File: config.mk
export PLATFORM = sky130hd
export DESIGN_NAME = dual_pid_steer_drive
export DESIGN_NICKNAME = d
export VERILOG_FILES = /design/src/sv/dpsd_pkg.sv /design/src/sv/dpsd_sequencer.sv /design/src/sv/dual_pid_steer_drive.sv
export VERILOG_INCLUDE_DIRS = /design/src /design/src/sv
export SDC_FILE = /design/constraint.sdc
export NUM_CORES = 2
export LEC_CHECK = 0
export BUFFER_PORTS_ARGS = -buffer_cell sky130_fd_sc_hd__buf_4
export CAP_MARGIN = 20
export CORE_MARGIN = 4
export CORE_UTILIZATION = 65
export DETAILED_ROUTE_END_ITERATION = 10
export GPL_ROUTABILITY_DRIVEN = 0
export PLACE_DENSITY_LB_ADDON = 0.08
export SETUP_SLACK_MARGIN = 0.2
export SLEW_MARGIN = 15
export SYNTH_ARGS = -nofsm -noshare
export SYNTH_HDL_FRONTEND = slang
export SYNTH_SLANG_ARGS = --single-unit
File: constraint.sdc
create_clock -name clock -period 15.95 [get_ports clock]
set_input_delay 1.595 -clock clock [delete_from_list [all_inputs] [get_ports clock]]
set_output_delay 1.595 -clock clock [all_outputs]
set_load 0.02 [all_outputs]
File: src/sv/dual_pid_steer_drive_assert.svh
// ---------------------------------------------------------------------------
// Assertion macros for the dual PID steer/drive block
// Concurrent checks that compile away when SYNTHESIS is defined.
// ---------------------------------------------------------------------------
`ifndef DUAL_PID_STEER_DRIVE_ASSERT_SVH
`define DUAL_PID_STEER_DRIVE_ASSERT_SVH

`ifndef SYNTHESIS

// condition holds at every edge out of reset
`define DPSD_ASSERT_HOLDS(lbl, clk, rst, cond, msg) \
   lbl: assert property (@(posedge clk) disable iff (rst) (cond)) else $error(msg);

// consequent holds in the same cycle as the antecedent
`define DPSD_ASSERT_IMPLIES(lbl, clk, rst, ante, cons, msg) \
   lbl: assert property (@(posedge clk) disable iff (rst) (ante) |-> (cons)) else $error(msg);

// consequent holds in the cycle after the antecedent
`define DPSD_ASSERT_NEXT(lbl, clk, rst, ante, cons, msg) \
   lbl: assert property (@(posedge clk) disable iff (rst) (ante) |=> (cons)) else $error(msg);

`else

`define DPSD_ASSERT_HOLDS(lbl, clk, rst, cond, msg)
`define DPSD_ASSERT_IMPLIES(lbl, clk, rst, ante, cons, msg)
`define DPSD_ASSERT_NEXT(lbl, clk, rst, ante, cons, msg)

`endif

`endif

File: src/sv/dpsd_pkg.sv
// ---------------------------------------------------------------------------
// dpsd_pkg
// Widths, constants, control word format and microcode program for the
// dual PID steer/drive block.
// ---------------------------------------------------------------------------
`default_nettype none

package dpsd_pkg;

   // field widths
   localparam int ERR_W  = 16;
   localparam int GAIN_W = 24;
   localparam int SUM_W  = 32;
   localparam int DIFF_W = ERR_W + 1;
   localparam int CMD_W  = 16;
   localparam int TICK_W = 11;

   // shared multiplier: gain (or span) times a 33 bit operand
   localparam int MB_W   = SUM_W + 1;
   localparam int PROD_W = GAIN_W + MB_W;
   localparam int ACC_W  = PROD_W + 1;

   // PID sums beyond +-2^28 saturate the command for any span, so the
   // sum is clamped there before scaling
   localparam int PID_W   = 30;
   localparam int PID_LIM = 2 ** 28;

   // throttle scaling and integral reset period
   localparam int THROTTLE_SPAN = 1024;
   localparam int THROTTLE_MIN  = 1024;
   localparam int RESET_PERIOD  = 1000;
   localparam int SERVO_SHIFT   = 10;
   localparam int MOTOR_SHIFT   = 8;

   // config port
   localparam int CSR_IDX_W  = 3;
   localparam int CSR_DATA_W = GAIN_W;

   typedef enum logic [CSR_IDX_W-1:0] {
      CSR_ANGLE_KP   = 3'd0,
      CSR_ANGLE_KI   = 3'd1,
      CSR_ANGLE_KD   = 3'd2,
      CSR_SPEED_KP   = 3'd3,
      CSR_SPEED_KI   = 3'd4,
      CSR_SPEED_KD   = 3'd5,
      CSR_STOP_BOUND = 3'd6
   } csr_index_type;

   // reset values of the gain registers
   localparam logic signed [GAIN_W-1:0] ANGLE_KP_RST = 24'sd2048000;
   localparam logic signed [GAIN_W-1:0] ANGLE_KI_RST = 24'sd0;
   localparam logic signed [GAIN_W-1:0] ANGLE_KD_RST = 24'sd0;
   localparam logic signed [GAIN_W-1:0] SPEED_KP_RST = 24'sd768000;
   localparam logic signed [GAIN_W-1:0] SPEED_KI_RST = 24'sd384;
   localparam logic signed [GAIN_W-1:0] SPEED_KD_RST = 24'sd1280000;
   localparam logic signed [ERR_W-1:0]  STOP_BOUND_RST = 16'sd0;

   // microcode fields
   localparam int STEP_W = 4;
   localparam logic [STEP_W-1:0] STEP_LOOP = 4'd1;

   typedef enum logic [1:0] {MA_KP, MA_KI, MA_KD, MA_SPAN} mul_a_type;
   typedef enum logic [1:0] {MB_ERR, MB_SUM, MB_DIFF, MB_PID} mul_b_type;
   typedef enum logic [1:0] {ACC_HOLD, ACC_LOAD, ACC_ADD} acc_op_type;
   typedef enum logic [2:0] {DP_NONE, DP_PREP, DP_CLAMP, DP_SCALE, DP_POST} dp_op_type;
   typedef enum logic [1:0] {SEQ_NEXT, SEQ_LOOP, SEQ_END} seq_op_type;

   typedef struct packed {
      mul_a_type         mul_a;
      mul_b_type         mul_b;
      logic              mul_en;
      acc_op_type        acc_op;
      dp_op_type         dp_op;
      seq_op_type        seq_op;
      logic [STEP_W-1:0] target;
   } ucode_type;

   // sequencer to datapath
   typedef struct packed {
      ucode_type uc;
      logic      active;  // a control word is executing
      logic      chan;    // 0: steering loop, 1: drive loop
   } ctrl_type;

   // datapath to sequencer
   typedef struct packed {
      logic start;  // item accepted
      logic hold;   // result register still full at the final step
   } seq_status_type;

   typedef enum logic {ST_IDLE, ST_RUN} seq_state_type;

   // control program; steps 1..7 run once per loop, step 7 jumps back
   // to step 1 for the drive loop
   function automatic ucode_type ucode_rom(input logic [STEP_W-1:0] step);
      ucode_rom = '{mul_a: MA_KP, mul_b: MB_ERR, mul_en: 1'b0, acc_op: ACC_HOLD,
                    dp_op: DP_NONE, seq_op: SEQ_NEXT, target: '0};
      case (step)
         4'd0: ucode_rom.dp_op = DP_PREP;
         4'd1: begin
            ucode_rom.mul_a  = MA_KP;
            ucode_rom.mul_b  = MB_ERR;
            ucode_rom.mul_en = 1'b1;
         end
         4'd2: begin
            ucode_rom.mul_a  = MA_KI;
            ucode_rom.mul_b  = MB_SUM;
            ucode_rom.mul_en = 1'b1;
            ucode_rom.acc_op = ACC_LOAD;
         end
         4'd3: begin
            ucode_rom.mul_a  = MA_KD;
            ucode_rom.mul_b  = MB_DIFF;
            ucode_rom.mul_en = 1'b1;
            ucode_rom.acc_op = ACC_ADD;
         end
         4'd4: ucode_rom.acc_op = ACC_ADD;
         4'd5: ucode_rom.dp_op = DP_CLAMP;
         4'd6: begin
            ucode_rom.mul_a  = MA_SPAN;
            ucode_rom.mul_b  = MB_PID;
            ucode_rom.mul_en = 1'b1;
         end
         4'd7: begin
            ucode_rom.dp_op  = DP_SCALE;
            ucode_rom.seq_op = SEQ_LOOP;
            ucode_rom.target = STEP_LOOP;
         end
         4'd8: begin
            ucode_rom.dp_op  = DP_POST;
            ucode_rom.seq_op = SEQ_END;
         end
         default: ucode_rom.seq_op = SEQ_END;
      endcase
   endfunction

endpackage

`default_nettype wire

File: src/sv/dpsd_sequencer.sv
// ---------------------------------------------------------------------------
// dpsd_sequencer
// Step counter, program ROM and loop jump that drive the PID datapath.
// ---------------------------------------------------------------------------
`default_nettype none

`include "dual_pid_steer_drive_assert.svh"

module dpsd_sequencer
   import dpsd_pkg::*;
(
   input  wire logic           clock,
   input  wire logic           reset,
   input  wire seq_status_type status,
   output ctrl_type            ctrl
);

   seq_state_type     state_ff, state_in;
   logic [STEP_W-1:0] step_ff, step_in;
   logic              chan_ff, chan_in;
   ucode_type         uc;

   assign uc = ucode_rom(step_ff);

   // next state
   always_comb begin
      state_in = state_ff;
      case (state_ff)
         ST_IDLE: if (status.start) state_in = ST_RUN;
         ST_RUN:  if (uc.seq_op == SEQ_END && !status.hold) state_in = ST_IDLE;
         default: state_in = ST_IDLE;
      endcase
   end

   // outputs
   always_comb begin
      ctrl.uc     = uc;
      ctrl.chan   = chan_ff;
      ctrl.active = 1'b0;
      case (state_ff)
         ST_IDLE: ctrl.active = 1'b0;
         ST_RUN:  ctrl.active = 1'b1;
         default: ctrl.active = 1'b0;
      endcase
   end

   // step counter and loop select
   always_comb begin
      step_in = step_ff;
      chan_in = chan_ff;
      if (state_ff != ST_RUN) begin
         step_in = '0;
         chan_in = 1'b0;
      end else if (!status.hold) begin
         case (uc.seq_op)
            SEQ_NEXT: step_in = STEP_W'(step_ff + 1'b1);
            SEQ_LOOP: begin
               if (!chan_ff) begin
                  step_in = uc.target;
                  chan_in = 1'b1;
               end else begin
                  step_in = STEP_W'(step_ff + 1'b1);
               end
            end
            SEQ_END: begin
               step_in = '0;
               chan_in = 1'b0;
            end
            default: step_in = '0;
         endcase
      end
   end

   always_ff @(posedge clock) begin
      if (reset) begin
         state_ff <= ST_IDLE;
         step_ff  <= '0;
         chan_ff  <= 1'b0;
      end else begin
         state_ff <= state_in;
         step_ff  <= step_in;
         chan_ff  <= chan_in;
      end
   end

   `DPSD_ASSERT_IMPLIES(a_idle_at_entry, clock, reset, state_ff == ST_IDLE, step_ff == '0 && !chan_ff, "sequencer idle away from the first step")
   `DPSD_ASSERT_NEXT(a_start_runs, clock, reset, state_ff == ST_IDLE && status.start, state_ff == ST_RUN && step_ff == '0, "accepted item did not start the program")
   `DPSD_ASSERT_NEXT(a_hold_freezes, clock, reset, state_ff == ST_RUN && status.hold, step_ff == $past(step_ff) && state_ff == ST_RUN, "step moved while the result was blocked")

endmodule

`default_nettype wire

File: src/sv/dual_pid_steer_drive.sv
// ---------------------------------------------------------------------------
// dual_pid_steer_drive
// Steering and drive PID loops sharing one multiplier under a microcoded
// sequencer; one servo and one motor command per control tick.
// ---------------------------------------------------------------------------
//  channel  direction  handshake            payload
//  req      in         req_tvalid/tready    angle_error, distance_error
//  rsp      out        rsp_tvalid/tready    servo_command, motor_command
//  csr      in         csr_valid/ready      csr_index, csr_data
//
//  An item is accepted only while the block is idle: after acceptance a
//  16-step program runs both loops through one shared 24x33 multiplier.
//  The result is registered and appears in the cycle after the last step.
//  Reset clears gains to their defaults, integrals, last errors and the
//  tick counter; there is no clearing pass.
//  A result left untaken stalls only the final step of the next item.
// ---------------------------------------------------------------------------
`default_nettype none

`include "dual_pid_steer_drive_assert.svh"

module dual_pid_steer_drive
   import dpsd_pkg::*;
(
   input  wire logic                  clock,
   input  wire logic                  reset,
   // req
   input  wire logic                  req_tvalid,
   output logic                       req_tready,
   input  wire logic [2*ERR_W-1:0]    req_tdata,   // angle_error, distance_error
   // rsp
   output logic                       rsp_tvalid,
   input  wire logic                  rsp_tready,
   output logic [2*CMD_W-1:0]         rsp_tdata,   // servo_command, motor_command
   // csr
   input  wire logic                  csr_valid,
   output logic                       csr_ready,
   input  wire logic [CSR_IDX_W-1:0]  csr_index,
   input  wire logic [CSR_DATA_W-1:0] csr_data
);

   localparam int SUMX_W = SUM_W + 1;
   localparam logic signed [ACC_W-1:0] ACC_HI = ACC_W'(PID_LIM);
   localparam logic signed [ACC_W-1:0] ACC_LO = -ACC_W'(PID_LIM);
   localparam logic signed [ACC_W-1:0] CMD_MAX = ACC_W'((2 ** CMD_W) - 1);
   localparam logic signed [ACC_W-1:0] THR_MIN = ACC_W'(THROTTLE_MIN);

   // saturating add of an error into an integral
   function automatic logic signed [SUM_W-1:0] sat_add(
      input logic signed [SUM_W-1:0] a,
      input logic signed [ERR_W-1:0] b
   );
      logic signed [SUMX_W-1:0] s;
      s = SUMX_W'(a) + SUMX_W'(b);
      if (s[SUM_W] != s[SUM_W-1]) begin
         sat_add = s[SUM_W] ? {1'b1, {(SUM_W-1){1'b0}}} : {1'b0, {(SUM_W-1){1'b1}}};
      end else begin
         sat_add = s[SUM_W-1:0];
      end
   endfunction

   ctrl_type       ctrl;
   seq_status_type status;
   logic           req_fire, fire, post_fire;

   // config registers
   logic signed [GAIN_W-1:0] angle_kp_ff, angle_ki_ff, angle_kd_ff;
   logic signed [GAIN_W-1:0] speed_kp_ff, speed_ki_ff, speed_kd_ff;
   logic signed [ERR_W-1:0]  stop_bound_ff;

   // loop state
   logic signed [SUM_W-1:0]  angle_sum_ff, angle_sum_in;
   logic signed [SUM_W-1:0]  distance_sum_ff, distance_sum_in;
   logic signed [ERR_W-1:0]  last_angle_ff, last_angle_in;
   logic signed [ERR_W-1:0]  last_distance_ff, last_distance_in;
   logic [TICK_W-1:0]        tick_count_ff, tick_count_in;

   // per-item working registers
   logic signed [ERR_W-1:0]  angle_err_ff, angle_err_in;
   logic signed [ERR_W-1:0]  distance_err_ff, distance_err_in;
   logic signed [DIFF_W-1:0] angle_diff_ff, angle_diff_in;
   logic signed [DIFF_W-1:0] distance_diff_ff, distance_diff_in;
   logic signed [PROD_W-1:0] prod_ff, prod_in;
   logic signed [ACC_W-1:0]  acc_ff, acc_in;
   logic signed [PID_W-1:0]  pid_ff, pid_in;
   logic [CMD_W-1:0]         servo_work_ff, servo_work_in;
   logic [CMD_W-1:0]         motor_work_ff, motor_work_in;
   logic [2*CMD_W-1:0]       rsp_data_ff, rsp_data_in;
   logic                     rsp_valid_ff, rsp_valid_in;

   // datapath combinational values
   logic signed [GAIN_W-1:0] mul_a;
   logic signed [MB_W-1:0]   mul_b;
   logic signed [PROD_W-1:0] scaled;
   logic signed [ACC_W-1:0]  cmd_raw;
   logic [CMD_W-1:0]         cmd_sat;
   logic                     period_over;

   dpsd_sequencer u_seq (
      .clock  (clock),
      .reset  (reset),
      .status (status),
      .ctrl   (ctrl)
   );

   // handshakes
   assign req_tready = !ctrl.active;
   assign req_fire   = req_tvalid && req_tready;
   assign csr_ready  = 1'b1;
   assign status.start = req_fire;
   assign status.hold  = ctrl.active && ctrl.uc.dp_op == DP_POST
                         && rsp_valid_ff && !rsp_tready;
   assign fire      = ctrl.active && !status.hold;
   assign post_fire = fire && ctrl.uc.dp_op == DP_POST;

   assign rsp_tvalid = rsp_valid_ff;
   assign rsp_tdata  = rsp_data_ff;

   // multiplier operand select
   always_comb begin
      case (ctrl.uc.mul_a)
         MA_KP:   mul_a = ctrl.chan ? speed_kp_ff : angle_kp_ff;
         MA_KI:   mul_a = ctrl.chan ? speed_ki_ff : angle_ki_ff;
         MA_KD:   mul_a = ctrl.chan ? speed_kd_ff : angle_kd_ff;
         MA_SPAN: mul_a = GAIN_W'(THROTTLE_SPAN);
         default: mul_a = '0;
      endcase
      case (ctrl.uc.mul_b)
         MB_ERR:  mul_b = ctrl.chan ? MB_W'(distance_err_ff) : MB_W'(angle_err_ff);
         MB_SUM:  mul_b = ctrl.chan ? MB_W'(distance_sum_ff) : MB_W'(angle_sum_ff);
         MB_DIFF: mul_b = ctrl.chan ? MB_W'(distance_diff_ff) : MB_W'(angle_diff_ff);
         MB_PID:  mul_b = MB_W'(pid_ff);
         default: mul_b = '0;
      endcase
   end

   // scaled command: floor shift, add the minimum, saturate
   always_comb begin
      scaled  = ctrl.chan ? (prod_ff >>> MOTOR_SHIFT) : (prod_ff >>> SERVO_SHIFT);
      cmd_raw = ACC_W'(scaled) + THR_MIN;
      if (cmd_raw < 0) begin
         cmd_sat = '0;
      end else if (cmd_raw > CMD_MAX) begin
         cmd_sat = '1;
      end else begin
         cmd_sat = cmd_raw[CMD_W-1:0];
      end
   end

   assign period_over = tick_count_ff > TICK_W'(RESET_PERIOD);

   // datapath next values
   always_comb begin
      angle_sum_in     = angle_sum_ff;
      distance_sum_in  = distance_sum_ff;
      last_angle_in    = last_angle_ff;
      last_distance_in = last_distance_ff;
      tick_count_in    = tick_count_ff;
      angle_err_in     = angle_err_ff;
      distance_err_in  = distance_err_ff;
      angle_diff_in    = angle_diff_ff;
      distance_diff_in = distance_diff_ff;
      prod_in          = prod_ff;
      acc_in           = acc_ff;
      pid_in           = pid_ff;
      servo_work_in    = servo_work_ff;
      motor_work_in    = motor_work_ff;
      rsp_data_in      = rsp_data_ff;
      rsp_valid_in     = rsp_valid_ff && !rsp_tready;

      // capture the item
      if (req_fire) begin
         angle_err_in    = req_tdata[ERR_W-1:0];
         distance_err_in = req_tdata[2*ERR_W-1:ERR_W];
      end

      if (fire) begin
         if (ctrl.uc.mul_en) begin
            prod_in = mul_a * mul_b;
         end
         case (ctrl.uc.acc_op)
            ACC_LOAD: acc_in = ACC_W'(prod_ff);
            ACC_ADD:  acc_in = acc_ff + ACC_W'(prod_ff);
            default:  acc_in = acc_ff;
         endcase
         case (ctrl.uc.dp_op)
            // integrals and differences
            DP_PREP: begin
               angle_sum_in     = sat_add(angle_sum_ff, angle_err_ff);
               distance_sum_in  = sat_add(distance_sum_ff, distance_err_ff);
               angle_diff_in    = DIFF_W'(angle_err_ff) - DIFF_W'(last_angle_ff);
               distance_diff_in = DIFF_W'(distance_err_ff) - DIFF_W'(last_distance_ff);
            end
            // bound the PID sum
            DP_CLAMP: begin
               if (acc_ff > ACC_HI) begin
                  pid_in = PID_W'(PID_LIM);
               end else if (acc_ff < ACC_LO) begin
                  pid_in = -PID_W'(PID_LIM);
               end else begin
                  pid_in = acc_ff[PID_W-1:0];
               end
            end
            DP_SCALE: begin
               if (ctrl.chan) motor_work_in = cmd_sat;
               else           servo_work_in = cmd_sat;
            end
            // period reset, stop bound, result out
            DP_POST: begin
               if (period_over) begin
                  angle_sum_in    = '0;
                  distance_sum_in = '0;
               end
               if (distance_err_ff < stop_bound_ff) begin
                  distance_sum_in = '0;
                  rsp_data_in = {CMD_W'(THROTTLE_MIN), servo_work_ff};
               end else begin
                  rsp_data_in = {motor_work_ff, servo_work_ff};
               end
               tick_count_in    = period_over ? TICK_W'(1) : TICK_W'(tick_count_ff + 1'b1);
               last_angle_in    = angle_err_ff;
               last_distance_in = distance_err_ff;
               rsp_valid_in     = 1'b1;
            end
            default: ;
         endcase
      end
   end

   // control state and config
   always_ff @(posedge clock) begin
      if (reset) begin
         angle_kp_ff      <= ANGLE_KP_RST;
         angle_ki_ff      <= ANGLE_KI_RST;
         angle_kd_ff      <= ANGLE_KD_RST;
         speed_kp_ff      <= SPEED_KP_RST;
         speed_ki_ff      <= SPEED_KI_RST;
         speed_kd_ff      <= SPEED_KD_RST;
         stop_bound_ff    <= STOP_BOUND_RST;
         angle_sum_ff     <= '0;
         distance_sum_ff  <= '0;
         last_angle_ff    <= '0;
         last_distance_ff <= '0;
         tick_count_ff    <= '0;
         rsp_valid_ff     <= 1'b0;
      end else begin
         if (csr_valid && csr_ready) begin
            case (csr_index)
               CSR_ANGLE_KP:   angle_kp_ff   <= csr_data;
               CSR_ANGLE_KI:   angle_ki_ff   <= csr_data;
               CSR_ANGLE_KD:   angle_kd_ff   <= csr_data;
               CSR_SPEED_KP:   speed_kp_ff   <= csr_data;
               CSR_SPEED_KI:   speed_ki_ff   <= csr_data;
               CSR_SPEED_KD:   speed_kd_ff   <= csr_data;
               CSR_STOP_BOUND: stop_bound_ff <= csr_data[ERR_W-1:0];
               default: ;
            endcase
         end
         angle_sum_ff     <= angle_sum_in;
         distance_sum_ff  <= distance_sum_in;
         last_angle_ff    <= last_angle_in;
         last_distance_ff <= last_distance_in;
         tick_count_ff    <= tick_count_in;
         rsp_valid_ff     <= rsp_valid_in;
      end
   end

   // payload registers
   always_ff @(posedge clock) begin
      angle_err_ff     <= angle_err_in;
      distance_err_ff  <= distance_err_in;
      angle_diff_ff    <= angle_diff_in;
      distance_diff_ff <= distance_diff_in;
      prod_ff          <= prod_in;
      acc_ff           <= acc_in;
      pid_ff           <= pid_in;
      servo_work_ff    <= servo_work_in;
      motor_work_ff    <= motor_work_in;
      rsp_data_ff      <= rsp_data_in;
   end

   `DPSD_ASSERT_IMPLIES(a_pid_bounded, clock, reset, fire && ctrl.uc.mul_b == MB_PID && ctrl.uc.mul_en, pid_ff <= PID_W'(PID_LIM) && pid_ff >= -PID_W'(PID_LIM), "clamped PID sum out of range")
   `DPSD_ASSERT_HOLDS(a_tick_bounded, clock, reset, {1'b0, tick_count_ff} <= (TICK_W + 1)'(RESET_PERIOD + 1), "tick counter past the reset period")
   `DPSD_ASSERT_NEXT(a_post_shows_result, clock, reset, post_fire, rsp_tvalid, "final step did not present a result")

endmodule

`default_nettype wire
**Word-level counts from Yosys, hierarchy flattened**

Index checks and enable logic that the tools add are counted.

- Logic and storage cells: 153
- Register bits after elaboration: 549
- Output and inout bits: 35
- Input port bits: 64

- Bitwise gates (word level): 3
- Add/subtract/negate cells: 8
- Order comparisons: 6
- Eq/ne operators: 32
- Reduce and logical (&&, ||, !) cells: 39
- Multiplexer cells: 36
- $mul: 1

Operator list:

| cell | count |
|---|---|
| two-way mux 32 bit | 6 |
| one-hot mux 33 bit (4 select lines) | 1 |
| one-hot mux 32 bit (2 select lines) | 2 |
| one-hot mux 58 bit (2 select lines) | 1 |
| two-way mux 33 bit | 3 |
| one-hot mux 24 bit (4 select lines) | 1 |
| two-way mux 24 bit | 3 |
| adder 32 x 16 -> 33 bit | 2 |
| adder 58 x 57 -> 58 bit | 1 |
| greater-than comparator 58 x 30 -> 1 bit (second input constant) | 1 |
| < comparator 58 x 29 -> 1 bit (second input constant) | 1 |
| multiplier 24 x 33 -> 57 bit | 1 |
| adder 49 x 12 -> 50 bit (second input constant) | 1 |
| greater-than comparator 50 x 17 -> 1 bit (second input constant) | 1 |
| < comparator 50 x 1 -> 1 bit (second input constant) | 1 |
| two-way mux 48 bit | 1 |
| subtractor 16 x 16 -> 17 bit | 2 |
| two-way mux 16 bit | 2 |
| two-way mux 30 bit | 1 |
| AND reduction 2 bit | 13 |
| one-hot mux 5 bit (4 select lines) | 1 |
| == test 4 x 3 -> 1 bit (second input constant) | 4 |
| < comparator 16 bit | 1 |
| == test 2 bit (second input constant) | 6 |
| 30 further kinds | 68 |

**Depth between registers and ports, before layout**

- Word-level depth: 10
- Mapped depth: 38

**By module**

From an unflattened synthesis, not the netlist that was laid out.

- Cell total of the unflattened synthesis: 6,467
- Area, all modules: 58,608.7 um2

By module, submodules not included:

| module | cells each | area each (um2) | instances | sequential area each (um2) |
|---|---|---|---|---|
| dual_pid_steer_drive | 6,396 | 58,063.2 | 1 | 13,623.1 |
| dpsd_sequencer | 71 | 545.5 | 1 | 120.1 |

**Least setup slack after synthesis**

OpenSTA, ideal clock, no wires.

- Kind: reg2reg
- Start point: register u_seq.step_ff[0]
- End point: register prod_ff[55], data pin
- Cell stages (with the launch flop): 32
- Clock period less this slack: 9.360 ns
- Path buffers: 3
- Setup time: 0.258 ns
- Required time: 15.692 ns
- Arrival: 9.102 ns
- Path slack: 6.590 ns
- Path through: dfxtp_1 > ha_1 > clkbuf_1 > nor4b_1 > clkbuf_1 > a221oi_1 > o22ai_1 > clkbuf_1 > nand2_1 > fa_1 > inv_1 > fa_1 > inv_1 > fa_1 > inv_1 > fa_1 > fa_1 > fa_1 > inv_1 > fa_1 > inv_1 > ha_1 > a21o_1 > a21o_1 > a21oi_1 > nor2b_1 > o21ai_0 > nand2b_1 > a21o_1 > a21o_1 > a31oi_1 > xnor2_1

- Longest elaborated chain between the ends: 5
- Elaborated cells on any way between the ends: 16

RTL lines:

| element | line | text |
|---|---|---|
| start, declared | dpsd_sequencer.sv:19 | `logic [STEP_W-1:0] step_ff, step_in;` |
| start signal, assigned | dpsd_sequencer.sv:81 | `step_ff <= step_in;` |
| == test 4 x 3 -> 1 bit (tied with other cells) | dpsd_pkg.sv:98 | `case (step)` |
| one-hot mux 5 bit (4 select lines) (*) | dpsd_pkg.sv:98 |  |
| == test 2 bit (tied with other cells) | dual_pid_steer_drive.sv:121 | `case (ctrl.uc.mul_a)` |
| one-hot mux 24 bit (4 select lines) / one-hot mux 33 bit (4 select lines) (equally long branches) | dual_pid_steer_drive.sv:121, dual_pid_steer_drive.sv:128 |  |
| multiplier 24 x 33 -> 57 bit (*) | dual_pid_steer_drive.sv:179 | `prod_in = mul_a * mul_b;` |
| end signal, assigned | dual_pid_steer_drive.sv:274 | `prod_ff <= prod_in;` |
| end, declared | dual_pid_steer_drive.sv:83 | `logic signed [PROD_W-1:0] prod_ff, prod_in;` |

Mark *: on every way between the ends. The rest lies on a longest branch, timed or not.
A chain may end at the register's enable or synchronous reset.

**Worst setup path in the final report**

- Start point: register u_seq.step_ff[0]
- End point: register prod_ff[56], data pin

The elaborated chain is that of the path after synthesis.

==> flow_summary_export.csv <==
group,metric,value,unit
clocking,clkTransAtPathRegs,0.07,ns
logic_synthesis,yosys_warnings,0,
worst_setup_path,path_common_cell,"fa_1",
timing,period_share,0.670,
logic_synthesis,synthFlopType,"edfxtp_1",
worst_setup_path,rrSetupSlack,5.27,ns
timing,slew_headroom,0.226,
worst_setup_path,slowest_stage,"nor2_2",
clocking,htree_levels,2,
placed_design,hpwl,131,mm
drt,routed_wl,176,mm
drt,final_antenna_net_count,0,
cells_and_area,final_nets,7708,
status,outcome,"finished clean",
worst_setup_path,rr_worst_depth,28,
logic_synthesis,synth.distinct_cells,88,
timing,clock.fmax,93.6,MHz
global_routing,grt_max_degree,86,
logic_synthesis,synth.largest_area_cell,"fa_1",
drt,viasPerCell,6.26,
floorplan,core_area,0.0889,mm2
power,pwr_density_cell,206,mW/mm2
logic_synthesis,synth-edff-count,275,
worst_setup_path,cp.arrival,11.11,ns
worst_setup_path,reg2reg_from,"u_seq.step_ff[0]$_SDFFE_PP0N_",
drt,drt-initial-drc-count,5433,
min_path,min-delay-start,"servo_work_ff[11]$_DFFE_PP_",
cells_and_area,fillerInstances,7045,
min_path,whs_path_depth,0,
timing,rsz0062_at_grt,"no",
timing,tightest_slew,1.16,ns
cells_and_area,final_cell_area,0.0626,mm2
logic_synthesis,synth_area,0.0586,mm2
worst_setup_path,r2r-end,"prod_ff[56]$_DFFE_PP_",
power,leakage,27.4,nW
logic_synthesis,synthTopCellsByCount,"1066 x nand2_1, 967 x inv_1, 795 x fa_1",
timing,hold_violations,0,
floorplan,die_area,0.0951,mm2
floorplan,initial_core_util,0.659,
worst_setup_path,required,16.38,ns
worst_setup_path,crit_family,"adder cells",
global_routing,grt_pass1_wl,276,mm
floorplan,die_width,308,um
timing,finalSetupTns,0,ns
power,vdd_drop_max,0.327,mV
worst_setup_path,path_buf_inv,6,
clocking,holdBufCountCts,0,
logic_synthesis,syn-instance-count,6576,
placed_design,portBuffers,97,
worst_setup_path,crit_type,"flop to flop",
logic_synthesis,yosysMostFrequentCell,"nand2_1",
clocking,clock_latency,0.66,ns
min_path,hold_path_class,"flop to flop",
drt,drt_pre_antenna_iters,7,
clocking,numCtsBuffers,58,
global_routing,gr-total-overflow,0,
worst_setup_path,critPathMaxFanout,24,
drt,remaining_drc_errors,0,
floorplan,num_io_pins,99,
worst_setup_path,cpPeakStageDelay,0.92,ns
clocking,root_buffer,"clkbuf_16",
worst_setup_path,crit_path_end_kind,"flop",
logic_synthesis,syn_area_per_cell,8.91,um2
min_path,min_to,"rsp_tdata[11]$_DFFE_PP_",
cells_and_area,antenna_cells,0,
placed_design,postPlaceCellArea,0.0606,mm2
logic_synthesis,syn-num-nets,7763,
logic_synthesis,seq_area_frac_synth,0.234,
clocking,postCtsSetupBuffers,0,
logic_synthesis,ys_async_sr_fraction,0,
job,cap_violations,0,
global_routing,grt_use_total,0.377,
logic_synthesis,synth-seq-cells,549,
clocking,ctsLongestPathBuffers,3,
worst_setup_path,start_kind,"flop",
floorplan,fp-row-count,109,
cells_and_area,area_delta_synth_final,6.79,%
floorplan,fp.dieH,308,um
clocking,ctsResizeCount,0,
logic_synthesis,synthTopCellsByArea,"fa_1 27%, edfxtp_1 14%, dfxtp_1 9.4%",
timing,setup_viol,0,
drt,post_drt_wl_per_cell,22.8,um
logic_synthesis,yosysTopAreaCellShare,0.272,
cells_and_area,drive_above_1_share,0.0685,
timing,fin_worst_skew,0.0448,ns
global_routing,antenna_found_initial,1,
global_routing,grt_pass1_vias,48312,
clocking,cts_tree,"built",
worst_setup_path,crit_cells,28,
timing,fin_crit,10.68,ns
drt,vias,48397,
timing,drv_slew,0,
clocking,cts_sinks,549,
-- power breakdown --
part	switching [W]	total (W)	leakage [nW]	internal (W)
clock network	0.000592	0.00139	0.924	0.000798
logic	0.00567	0.00938	21.7	0.00372
registers	0.000197	0.00215	4.79	0.00195
total	0.00645	0.0129	27.4	0.00647
-- routing by layer --
| metal | GRT usage | share of wire |
|---|---|---|
| met5 | 0 | 0.000074 |
| met4 | 0.169 | 0.054 |
| met3 | 0.114 | 0.13 |
| met2 | 0.560 | 0.43 |
| met1 | 0.515 | 0.39 |
-- final cells by class --
cell class                 count  area, um2  area share
clock buffer                  79       1630      0.0260
clock inverter                30        320     0.00512
inverter                     968       3630      0.0580
multi-input combinational   4743      40300       0.643
sequential                   549      13700       0.220
tap                         1165       1460      0.0233
timing repair buffer         201       1550      0.0247
-- worst max path at each step --
| stage | to | start | slack (ns) |
|---|---|---|---|
| 2_1_floorplan | prod_ff[55]$_DFFE_PP_ | u_seq.step_ff[0]$_SDFFE_PP0N_ | 6.59 |
| 3_3_place_gp | prod_ff[55]$_DFFE_PP_ | u_seq.step_ff[0]$_SDFFE_PP0N_ | 5.62 |
| 3_5_place_dp | prod_ff[55]$_DFFE_PP_ | u_seq.step_ff[0]$_SDFFE_PP0N_ | 5.38 |
| 4_1_cts | prod_ff[55]$_DFFE_PP_ | u_seq.step_ff[0]$_SDFFE_PP0N_ | 5.36 |
| 5_1_grt | prod_ff[56]$_DFFE_PP_ | u_seq.step_ff[0]$_SDFFE_PP0N_ | 4.55 |
| 6_report | prod_ff[56]$_DFFE_PP_ | u_seq.step_ff[0]$_SDFFE_PP0N_ | 5.27 |
-- cell families (layout without fill, tap and decap cells) --
group	Yosys count	in the layout	share of synthesized area
adders and majority gates	1123	1123	0.342
buffers and inverters	1284	1278	0.0834
muxes	174	174	0.0311
xor gates and xnor gates	200	200	0.0299
other	1	1	0.0000640
AOI/OAI and AO/OA	1134	1134	0.124
DFF	549	549	0.234
and+or+nand+nor	2111	2111	0.156
-- cells in the final DEF (no fill, tap or decap), types with 134 or more instances in the layout --
| cell type | instances |
|---|---|
| inv_1 | 966 |
| xnor2_1 | 134 |
| fa_1 | 795 |
| ha_1 | 327 |
| o21ai_0 | 218 |
| nor2_1 | 532 |
| dfxtp_1 | 273 |
| nand2_1 | 1066 |
| edfxtp_1 | 275 |
| a21oi_1 | 397 |
| buf_4 | 197 |
-- registers in the layout, summed over array words and instances (netlist names), 30 cells and up --
signal and flops:
pid_ff 30, distance_sum_ff 32, rsp_tdata 32, prod_ff 57, angle_sum_ff 32, acc_ff 58
-- stage by stage --
step	setup slack, ns	util	total power, W	hold slack, ns	instances
global route	4.55	0.704	0.0141	0.423	7735
CTS	5.36	0.703	0.0127	0.417	7732
global placement	5.62	0.681	0.0111	0.400	7622
detailed placement	5.38	0.681	0.0113	0.405	7623
finish	5.27	0.704	0.0129	0.417	7735
floorplan	6.59	-	0.00891	0.400	6576
(Power assumes the default switching activity.)
